[config.mk]
export PLATFORM = sky130hd
export DESIGN_NAME = task_timeout_queue_core
export DESIGN_NICKNAME = d
export VERILOG_FILES = /design/src/ttq_pkg.sv /design/src/ttq_cell.sv /design/src/ttq_ctrl.sv /design/src/task_timeout_queue_core.sv
export SDC_FILE = /design/constraint.sdc
export NUM_CORES = 2
export LEC_CHECK = 0
export ABC_AREA = 1
export BUFFER_PORTS_ARGS = -buffer_cell sky130_fd_sc_hd__clkbuf_2
export CORE_ASPECT_RATIO = 1.5
export CORE_UTILIZATION = 40
export DETAILED_ROUTE_END_ITERATION = 8
export GPL_TIMING_DRIVEN = 0
export SYNTH_ARGS = -nofsm -noshare
export SYNTH_HDL_FRONTEND = slang
export SYNTH_SLANG_ARGS = --single-unit
[constraint.sdc]
create_clock -name clk -period 6.1 [get_ports clk]
set_input_delay 0.305 -clock clk [delete_from_list [all_inputs] [get_ports clk]]
set_output_delay 0.305 -clock clk [all_outputs]
set_load 0.01 [all_outputs]
[src/ttq_pkg.sv]
// Package of the timer queue core: widths, codes and the cell command type.
// No dependencies; used by every module of the core.
package ttq_pkg;

  localparam int QUEUE_DEPTH_DEF = 16;

  localparam int TASK_W  = 8;
  localparam int TIME_W  = 31;
  localparam int WAKE_W  = 32;
  localparam int IN_DATA_W  = 72;  // task, timeout, now, padded
  localparam int OUT_DATA_W = 40;  // task, delay, padded

  localparam logic [TIME_W-1:0] MAX_DELAY = {TIME_W{1'b1}};

  typedef enum logic [1:0] {
    OP_SCHEDULE = 2'd0,
    OP_CANCEL   = 2'd1,
    OP_ALARM    = 2'd2
  } op_t;

  typedef enum logic [1:0] {
    KIND_READY = 2'd0,
    KIND_ALARM = 2'd1,
    KIND_FULL  = 2'd2
  } kind_t;

  typedef enum logic [1:0] {
    ST_IDLE    = 2'd0,
    ST_SCAN    = 2'd1,
    ST_RELEASE = 2'd2
  } state_t;

  typedef enum logic [1:0] {
    CELL_HOLD   = 2'd0,
    CELL_INSERT = 2'd1,
    CELL_REMOVE = 2'd2
  } cell_op_t;

  // Broadcast to every cell in a cycle
  typedef struct packed {
    cell_op_t            op;
    logic [WAKE_W-1:0]   wake;
    logic [TASK_W-1:0]   task_id;
  } cell_cmd_t;

endpackage

[src/ttq_cell.sv]
// One slot of the sorted timer queue: a wake time and a task number.
// Depends on ttq_pkg; neighbors are wired by the top level.
module ttq_cell #(
  parameter int QUEUE_DEPTH = ttq_pkg::QUEUE_DEPTH_DEF,
  parameter int IDX         = 0,
  parameter int CW          = $clog2(QUEUE_DEPTH + 1),
  parameter int IW          = $clog2(QUEUE_DEPTH)
) (
  input  logic                       clk,
  input  ttq_pkg::cell_cmd_t         cmd,
  input  logic [CW-1:0]              cnt,
  input  logic [IW-1:0]              pos,
  input  logic                       left_gt,
  input  logic [ttq_pkg::WAKE_W-1:0] left_wake,
  input  logic [ttq_pkg::TASK_W-1:0] left_task,
  input  logic [ttq_pkg::WAKE_W-1:0] right_wake,
  input  logic [ttq_pkg::TASK_W-1:0] right_task,
  output logic [ttq_pkg::WAKE_W-1:0] wake,
  output logic [ttq_pkg::TASK_W-1:0] task_id,
  output logic                       gt,
  output logic                       match
);
  import ttq_pkg::*;

  logic              occupied;
  logic [WAKE_W-1:0] wake_next;
  logic [TASK_W-1:0] task_next;

  assign occupied = CW'(IDX) < cnt;
  // Empty slots and later wake times both count as "after" the new entry
  assign gt    = !(occupied && (wake <= cmd.wake));
  assign match = (task_id == cmd.task_id);

  // Insert: first "after" slot takes the new entry, the rest shift right
  always_comb begin
    wake_next = wake;
    task_next = task_id;
    case (cmd.op)
      CELL_INSERT: begin
        if (gt) begin
          if (left_gt) begin
            wake_next = left_wake;
            task_next = left_task;
          end else begin
            wake_next = cmd.wake;
            task_next = cmd.task_id;
          end
        end
      end
      CELL_REMOVE: begin
        if (IW'(IDX) >= pos) begin
          wake_next = right_wake;
          task_next = right_task;
        end
      end
      default: begin
      end
    endcase
  end

  always_ff @(posedge clk) begin
    wake    <= wake_next;
    task_id <= task_next;
  end

endmodule

[src/ttq_ctrl.sv]
// Sequencer of the timer queue: request decode, cancel scan, release walk,
// entry count and the output register. Depends on ttq_pkg.
module ttq_ctrl #(
  parameter int QUEUE_DEPTH = ttq_pkg::QUEUE_DEPTH_DEF,
  parameter int CW          = $clog2(QUEUE_DEPTH + 1),
  parameter int IW          = $clog2(QUEUE_DEPTH)
) (
  input  logic                          clk,
  input  logic                          rst,
  input  logic                          s_tvalid,
  output logic                          s_tready,
  input  logic [ttq_pkg::IN_DATA_W-1:0] s_tdata,
  input  logic [1:0]                    s_tuser,
  output logic                          m_tvalid,
  input  logic                          m_tready,
  output logic [ttq_pkg::OUT_DATA_W-1:0] m_tdata,
  output logic [1:0]                    m_tuser,
  output logic                          m_tlast,
  input  logic [ttq_pkg::WAKE_W-1:0]    head_wake,
  input  logic [ttq_pkg::TASK_W-1:0]    head_task,
  input  logic [QUEUE_DEPTH-1:0]        match,
  output ttq_pkg::cell_cmd_t            cmd,
  output logic [CW-1:0]                 cnt,
  output logic [IW-1:0]                 pos
);
  import ttq_pkg::*;

  state_t            state, state_next;
  logic [CW-1:0]     cnt_next;
  logic [CW-1:0]     idx, idx_next;
  logic [TASK_W-1:0] req_task;
  logic [TIME_W-1:0] req_now;

  logic [TASK_W-1:0] in_task;
  logic [TIME_W-1:0] in_timeout;
  logic [TIME_W-1:0] in_now;
  logic [WAKE_W-1:0] in_wake;
  logic [WAKE_W-1:0] diff;
  logic [TIME_W-1:0] next_delay;
  logic              out_free;
  logic              accept;

  logic              ld;
  kind_t             ld_kind;
  logic [TASK_W-1:0] ld_task;
  logic [TIME_W-1:0] ld_delay;
  logic              ld_last;

  kind_t             out_kind;
  logic [TASK_W-1:0] out_task;
  logic [TIME_W-1:0] out_delay;

  assign in_task    = s_tdata[TASK_W-1:0];
  assign in_timeout = s_tdata[TASK_W +: TIME_W];
  assign in_now     = s_tdata[TASK_W+TIME_W +: TIME_W];
  assign in_wake    = {1'b0, in_now} + {1'b0, in_timeout};

  assign out_free = !m_tvalid || m_tready;
  assign s_tready = (state == ST_IDLE) && out_free;
  assign accept   = s_tvalid && s_tready;

  // Delay to the head once nothing more is due, saturated to 31 bits
  assign diff = head_wake - {1'b0, req_now};
  always_comb begin
    if (cnt == '0) begin
      next_delay = '0;
    end else if (diff[WAKE_W-1]) begin
      next_delay = MAX_DELAY;
    end else begin
      next_delay = diff[TIME_W-1:0];
    end
  end

  // Next state, cell command and result load
  always_comb begin
    state_next  = state;
    cnt_next    = cnt;
    idx_next    = idx;
    cmd.op      = CELL_HOLD;
    cmd.wake    = in_wake;
    cmd.task_id = (state == ST_IDLE) ? in_task : req_task;
    pos         = '0;
    ld          = 1'b0;
    ld_kind     = KIND_READY;
    ld_task     = '0;
    ld_delay    = '0;
    ld_last     = 1'b0;
    case (state)
      ST_IDLE: begin
        if (accept) begin
          case (op_t'(s_tuser))
            OP_SCHEDULE: begin
              if (in_timeout == '0) begin
                ld      = 1'b1;
                ld_kind = KIND_READY;
                ld_task = in_task;
                ld_last = 1'b1;
              end else if (cnt == CW'(QUEUE_DEPTH)) begin
                ld      = 1'b1;
                ld_kind = KIND_FULL;
                ld_last = 1'b1;
              end else begin
                cmd.op   = CELL_INSERT;
                cnt_next = cnt + 1'b1;
                if ((cnt == '0) || (in_wake < head_wake)) begin
                  ld       = 1'b1;
                  ld_kind  = KIND_ALARM;
                  ld_delay = in_timeout;
                  ld_last  = 1'b1;
                end
              end
            end
            OP_CANCEL: begin
              idx_next   = '0;
              state_next = ST_SCAN;
            end
            OP_ALARM: begin
              state_next = ST_RELEASE;
            end
            default: begin
            end
          endcase
        end
      end
      // Walk the slots for the earliest entry of the task
      ST_SCAN: begin
        if (idx == cnt) begin
          state_next = ST_RELEASE;
        end else if (match[idx[IW-1:0]]) begin
          cmd.op     = CELL_REMOVE;
          pos        = idx[IW-1:0];
          cnt_next   = cnt - 1'b1;
          state_next = ST_RELEASE;
        end else begin
          idx_next = idx + 1'b1;
        end
      end
      // Pop due entries one per result, then report the next alarm
      ST_RELEASE: begin
        if (out_free) begin
          ld = 1'b1;
          if ((cnt != '0) && (head_wake <= {1'b0, req_now})) begin
            ld_kind  = KIND_READY;
            ld_task  = head_task;
            cmd.op   = CELL_REMOVE;
            pos      = '0;
            cnt_next = cnt - 1'b1;
          end else begin
            ld_kind    = KIND_ALARM;
            ld_delay   = next_delay;
            ld_last    = 1'b1;
            state_next = ST_IDLE;
          end
        end
      end
      default: begin
        state_next = ST_IDLE;
      end
    endcase
  end

  // Control registers
  always_ff @(posedge clk) begin
    if (rst) begin
      state    <= ST_IDLE;
      cnt      <= '0;
      m_tvalid <= 1'b0;
    end else begin
      state <= state_next;
      cnt   <= cnt_next;
      if (ld) begin
        m_tvalid <= 1'b1;
      end else if (m_tready) begin
        m_tvalid <= 1'b0;
      end
    end
  end

  // Request and result payload
  always_ff @(posedge clk) begin
    idx <= idx_next;
    if (accept) begin
      req_task <= in_task;
      req_now  <= in_now;
    end
    if (ld) begin
      out_kind  <= ld_kind;
      out_task  <= ld_task;
      out_delay <= ld_delay;
      m_tlast   <= ld_last;
    end
  end

  assign m_tuser = out_kind;
  assign m_tdata = {{(OUT_DATA_W-TASK_W-TIME_W){1'b0}}, out_delay, out_task};

endmodule

[src/task_timeout_queue_core.sv]
// Top level of the sorted timer queue: a row of queue cells and the sequencer.
// Depends on ttq_pkg, ttq_cell and ttq_ctrl.
//
//  channel | direction | payload
//  s_*     | in        | tuser: operation; tdata: task_id, timeout, now
//  m_*     | out       | tuser: kind; tdata: ready_task, alarm_delay; tlast: last
//
// A schedule is inserted by all cells at once.
// Cancel scans one cell a cycle for the task's first entry, then releases due
// tasks one per result and ends with the alarm result. Alarm expiry skips the scan.
// A new request is taken once the sequencer is idle and the output register is
// free or being drained. Output stalls hold the release walk.
// Reset clears the state, the entry count and the output valid; no clearing pass is run.
module task_timeout_queue_core #(
  parameter int QUEUE_DEPTH = ttq_pkg::QUEUE_DEPTH_DEF
) (
  input  logic                           clk,
  input  logic                           rst,
  input  logic                           s_tvalid,
  output logic                           s_tready,
  input  logic [ttq_pkg::IN_DATA_W-1:0]  s_tdata,   // task_id[7:0], timeout[38:8], now[69:39]
  input  logic [1:0]                     s_tuser,   // operation[1:0]
  output logic                           m_tvalid,
  input  logic                           m_tready,
  output logic [ttq_pkg::OUT_DATA_W-1:0] m_tdata,   // ready_task[7:0], alarm_delay[38:8]
  output logic [1:0]                     m_tuser,   // kind[1:0]
  output logic                           m_tlast
);
  import ttq_pkg::*;

  localparam int CW = $clog2(QUEUE_DEPTH + 1);
  localparam int IW = $clog2(QUEUE_DEPTH);

  cell_cmd_t                    cmd;
  logic [CW-1:0]                cnt;
  logic [IW-1:0]                pos;
  logic [WAKE_W-1:0]            wake_arr [QUEUE_DEPTH];
  logic [TASK_W-1:0]            task_arr [QUEUE_DEPTH];
  logic [QUEUE_DEPTH-1:0]       gt_vec;
  logic [QUEUE_DEPTH-1:0]       match_vec;

  // Row of cells, each wired to its neighbors
  for (genvar i = 0; i < QUEUE_DEPTH; i++) begin : g_cell
    logic              l_gt;
    logic [WAKE_W-1:0] l_wake;
    logic [TASK_W-1:0] l_task;
    logic [WAKE_W-1:0] r_wake;
    logic [TASK_W-1:0] r_task;

    if (i == 0) begin : g_first
      assign l_gt   = 1'b0;
      assign l_wake = wake_arr[i];
      assign l_task = task_arr[i];
    end else begin : g_mid
      assign l_gt   = gt_vec[i-1];
      assign l_wake = wake_arr[i-1];
      assign l_task = task_arr[i-1];
    end

    if (i == QUEUE_DEPTH - 1) begin : g_last
      assign r_wake = wake_arr[i];
      assign r_task = task_arr[i];
    end else begin : g_inner
      assign r_wake = wake_arr[i+1];
      assign r_task = task_arr[i+1];
    end

    ttq_cell #(
      .QUEUE_DEPTH (QUEUE_DEPTH),
      .IDX         (i),
      .CW          (CW),
      .IW          (IW)
    ) u_cell (
      .clk        (clk),
      .cmd        (cmd),
      .cnt        (cnt),
      .pos        (pos),
      .left_gt    (l_gt),
      .left_wake  (l_wake),
      .left_task  (l_task),
      .right_wake (r_wake),
      .right_task (r_task),
      .wake       (wake_arr[i]),
      .task_id    (task_arr[i]),
      .gt         (gt_vec[i]),
      .match      (match_vec[i])
    );
  end

  ttq_ctrl #(
    .QUEUE_DEPTH (QUEUE_DEPTH),
    .CW          (CW),
    .IW          (IW)
  ) u_ctrl (
    .clk       (clk),
    .rst       (rst),
    .s_tvalid  (s_tvalid),
    .s_tready  (s_tready),
    .s_tdata   (s_tdata),
    .s_tuser   (s_tuser),
    .m_tvalid  (m_tvalid),
    .m_tready  (m_tready),
    .m_tdata   (m_tdata),
    .m_tuser   (m_tuser),
    .m_tlast   (m_tlast),
    .head_wake (wake_arr[0]),
    .head_task (task_arr[0]),
    .match     (match_vec),
    .cmd       (cmd),
    .cnt       (cnt),
    .pos       (pos)
  );

endmodule

==> metrics.cfg <==
[yosys]
ys_ff_latch=734
synth-seq-area-share=0.3893
synth_fp_nets=7970
synth_top_cell_area_share=0.3864
synth_edf_count=726
ys_types=54
syn_avg_cell_area_um2=7.708
yosys-top-cells-area=edfxtp_1, nand2_1, ha_1, nand3_1, inv_1
ys_warn_count=0
syn_area_um2=56420
async_reset_ff_frac=0
synth_ff_type=edfxtp_1
synth_top_area_cell=edfxtp_1
synthCells=7319

[grt]
grt_max_degree=40
gr-total-overflow=0
antenna_found_initial=3
grt_pass1_wl_um=325300
grt_pass1_vias=53250
grt_usage=0.3096

[clock_network]
clkSinkCount=734
cts_tree=done
clkTransAtPathRegs_ps=70
cts_max_path_buffers=3
numCtsBuffers=83
root_buffer=clkbuf_16
h-tree-depth=3
clk_latency_ps=730

[die]
core.rowCount=168
die_x_um=308.6
die-height_um=462.0
io_pins=123
start_util=0.4036
dieArea_um2=142600
design.core.area_um2=139800

[layout]
final_util=0.4540
final_cells=9550
fin_nets=8266
post-route-cell-area_um2=63460
synthToLayoutAreaGrowth_pct=12.49
drive_gt1_frac=0.07358
fill_cells=14230

[pwr]
ir_worst_vdd_v=0.0002448
leakagePower_nw=29.36
finalPower_w=0.03131
power_density_nw_per_um2=493.4

[setup_path]
critPathLaunchType=primary input
cp.required_ps=6470
critPathMaxFanout=34
cp-end-kind=register
critical_path_class=in2reg
arrival_ps=6480

[timing]
whs_ps=43.94
clock.fmax_ghz=0.1636
fin_worst_skew_ps=44.26
maxSlewViolCount=12
worstMarginPinSlew_ps=1535
hold_viol_final=0
setup_viol=12
setup_ws_ps=-13.70
period_needed_ps=6114
fin_crit_sh=1.002
slew_headroom=-0.02329

[route]
drtIter0Drc=3654
ant_nets=0
vias_per_cell=5.467
drcViolationCount=0
wirelength_um=223900
vias=52210
dr.pass1.iters=6
wl_per_cell_um=23.44

[placed_design]
io_buffers=119
dp_cells=9330
place_hpwl_um=181600
place_congestion=1.009
dpl_cell_area_um2=59830

[status]
status=finished with violations
violations=capacitance limit, slew limit, setup timing

[flow_run]
cap_violations=3

[worst_hold_path]
min_path_type=in2reg

what timing repair did:
action                                   CTS  global route
gates resized for setup                   46            64
setup buffers                              1             4
endpoints found under the hold margin     75             0
pin swaps                                  1             3
endpoints found under the setup margin  1227           747
hold buffers                              67             0
synth_stat cells, types with 14 or more instances:
master / n
a211oi_1: 32
a21o_1: 15
a21oi_1: 332
a31oi_1: 14
buf_1: 46
buf_2: 93
buf_4: 34
buf_6: 27
clkbuf_1: 186
edfxtp_1: 726
ha_1: 571
inv_1: 782
nand2_1: 2254
nand2_2: 32
nand3_1: 1194
nand4_1: 94
nor2_1: 217
nor3_1: 71
nor4_1: 30
o21ai_0: 166
o21ai_1: 68
o21bai_1: 33
o221ai_1: 35
o22ai_1: 49
xnor2_1: 21
xor2_1: 90
final timing paths:
path	start	to	slack, ps	cells past startpoint
max	s_tdata[30]	g_cell[1].u_cell.wake[15]	-10	22
max reg2reg	g_cell[0].u_cell.wake[0]	g_cell[13].u_cell.wake[5]	220	23
min reg2reg	u_ctrl.state[1]	u_ctrl.state[1]	540	2
min	m_tready	u_ctrl.m_tvalid	40	6
metrics by stage:
stage / setup slack, ps / TNS (ps)
after floorplan: 100.6 / 0
after global placement: -4702 / -3113230
after detailed placement: -1584 / -1245530
after CTS: 6.364 / 0
after global routing: -61.20 / -2215
final: -13.70 / -114.2
state kept, by name, summed over array words and instances (netlist names):
| name | count |
|---|---|
| g_cell.u_cell.task_id | 128 |
| u_ctrl.state | 2 |
| u_ctrl.m_tuser | 2 |
| u_ctrl.req_now | 31 |
| u_ctrl.req_task | 8 |
| u_ctrl.idx | 5 |
| u_ctrl.cnt | 5 |
| u_ctrl.m_tlast | 1 |
| u_ctrl.m_tvalid | 1 |
| u_ctrl.out_delay | 31 |
| u_ctrl.out_task | 8 |
| g_cell.u_cell.wake | 512 |
power breakdown:
part           internal, W  total (W)  switching [W]
clock              0.00272    0.00503        0.00231
sequential         0.00820    0.00933        0.00113
combinational      0.00497     0.0170         0.0120
critical path: stages:
cell and delay, ps:
dlygate4sd3_1 530, clkbuf_2 140, ha_1 400, a21oi_1 280, o21ai_0 230, a221oi_1 380
nand2_2 200, a31oi_4 400, buf_6 350, ha_1 200, nand2_1 110, nor4_1 1250
nand2_1 110, nor3_1 230, nor2_1 60, nand2_1 120, nand2_2 140, buf_4 230
nand3_1 130, nand4_1 150, inv_2 200, buf_12 240
cell type report:
type                            instances  area [um2]  area share
Multi-Input combinational cell       5403       29920      0.4715
Sequential cell                       734       21960      0.3461
Inverter                              793        2977     0.04690
Tap cell                             1870        2340     0.03687
Clock buffer                          107        2210     0.03482
Buffer                                387        2019     0.03182
Timing Repair Buffer                  213        1714     0.02701
Clock inverter                         42       319.1    0.005028
Antenna cell                            1       2.502  0.00003943
cells by family after synthesis:
family	count (synthesis)	share of synthesized area
simple gates	3921	0.2981
other cells	1	0.00006647
buf+inv	1182	0.08663
flops	734	0.3893
xor+xnor	113	0.01781
compound gates	795	0.08073
fa+ha+maj	573	0.1273
cell usage in the layout (no fill, tap or decap), types with 18 or more instances in the layout:
cell | synthesis | final
buf_12 | 0 | 18
edfxtp_1 | 726 | 726
o221ai_1 | 35 | 35
inv_1 | 782 | 766
nand3_1 | 1194 | 1194
a211oi_1 | 32 | 32
nand2_1 | 2254 | 2252
clkbuf_1 | 186 | 164
buf_1 | 46 | 43
buf_6 | 27 | 30
buf_4 | 34 | 43
buf_2 | 93 | 87
inv_2 | 7 | 23
nand4_1 | 94 | 94
o21bai_1 | 33 | 33
a21oi_1 | 332 | 329
dlygate4sd3_1 | 0 | 67
nor4_1 | 30 | 29
clkbuf_16 | 0 | 85
nor3_1 | 71 | 69
ha_1 | 571 | 570
o21ai_0 | 166 | 164
o21ai_1 | 68 | 67
nor2_1 | 217 | 216
xor2_1 | 90 | 82
nand2_2 | 32 | 33
clkinv_1 | 4 | 27
clkbuf_2 | 3 | 159
o22ai_1 | 49 | 49
layer usage:
layer / track usage / vias to the layer above / share of wire
li1: - / 25450 / -
met1: 0.2880 / 24060 / 0.33
met2: 0.5709 / 1918 / 0.51
met3: 0.04215 / 779 / 0.051
met4: 0.3040 / 2 / 0.11
met5: 0 / - / 0.000058
Note: power is estimated with default switching activity, not from simulation.
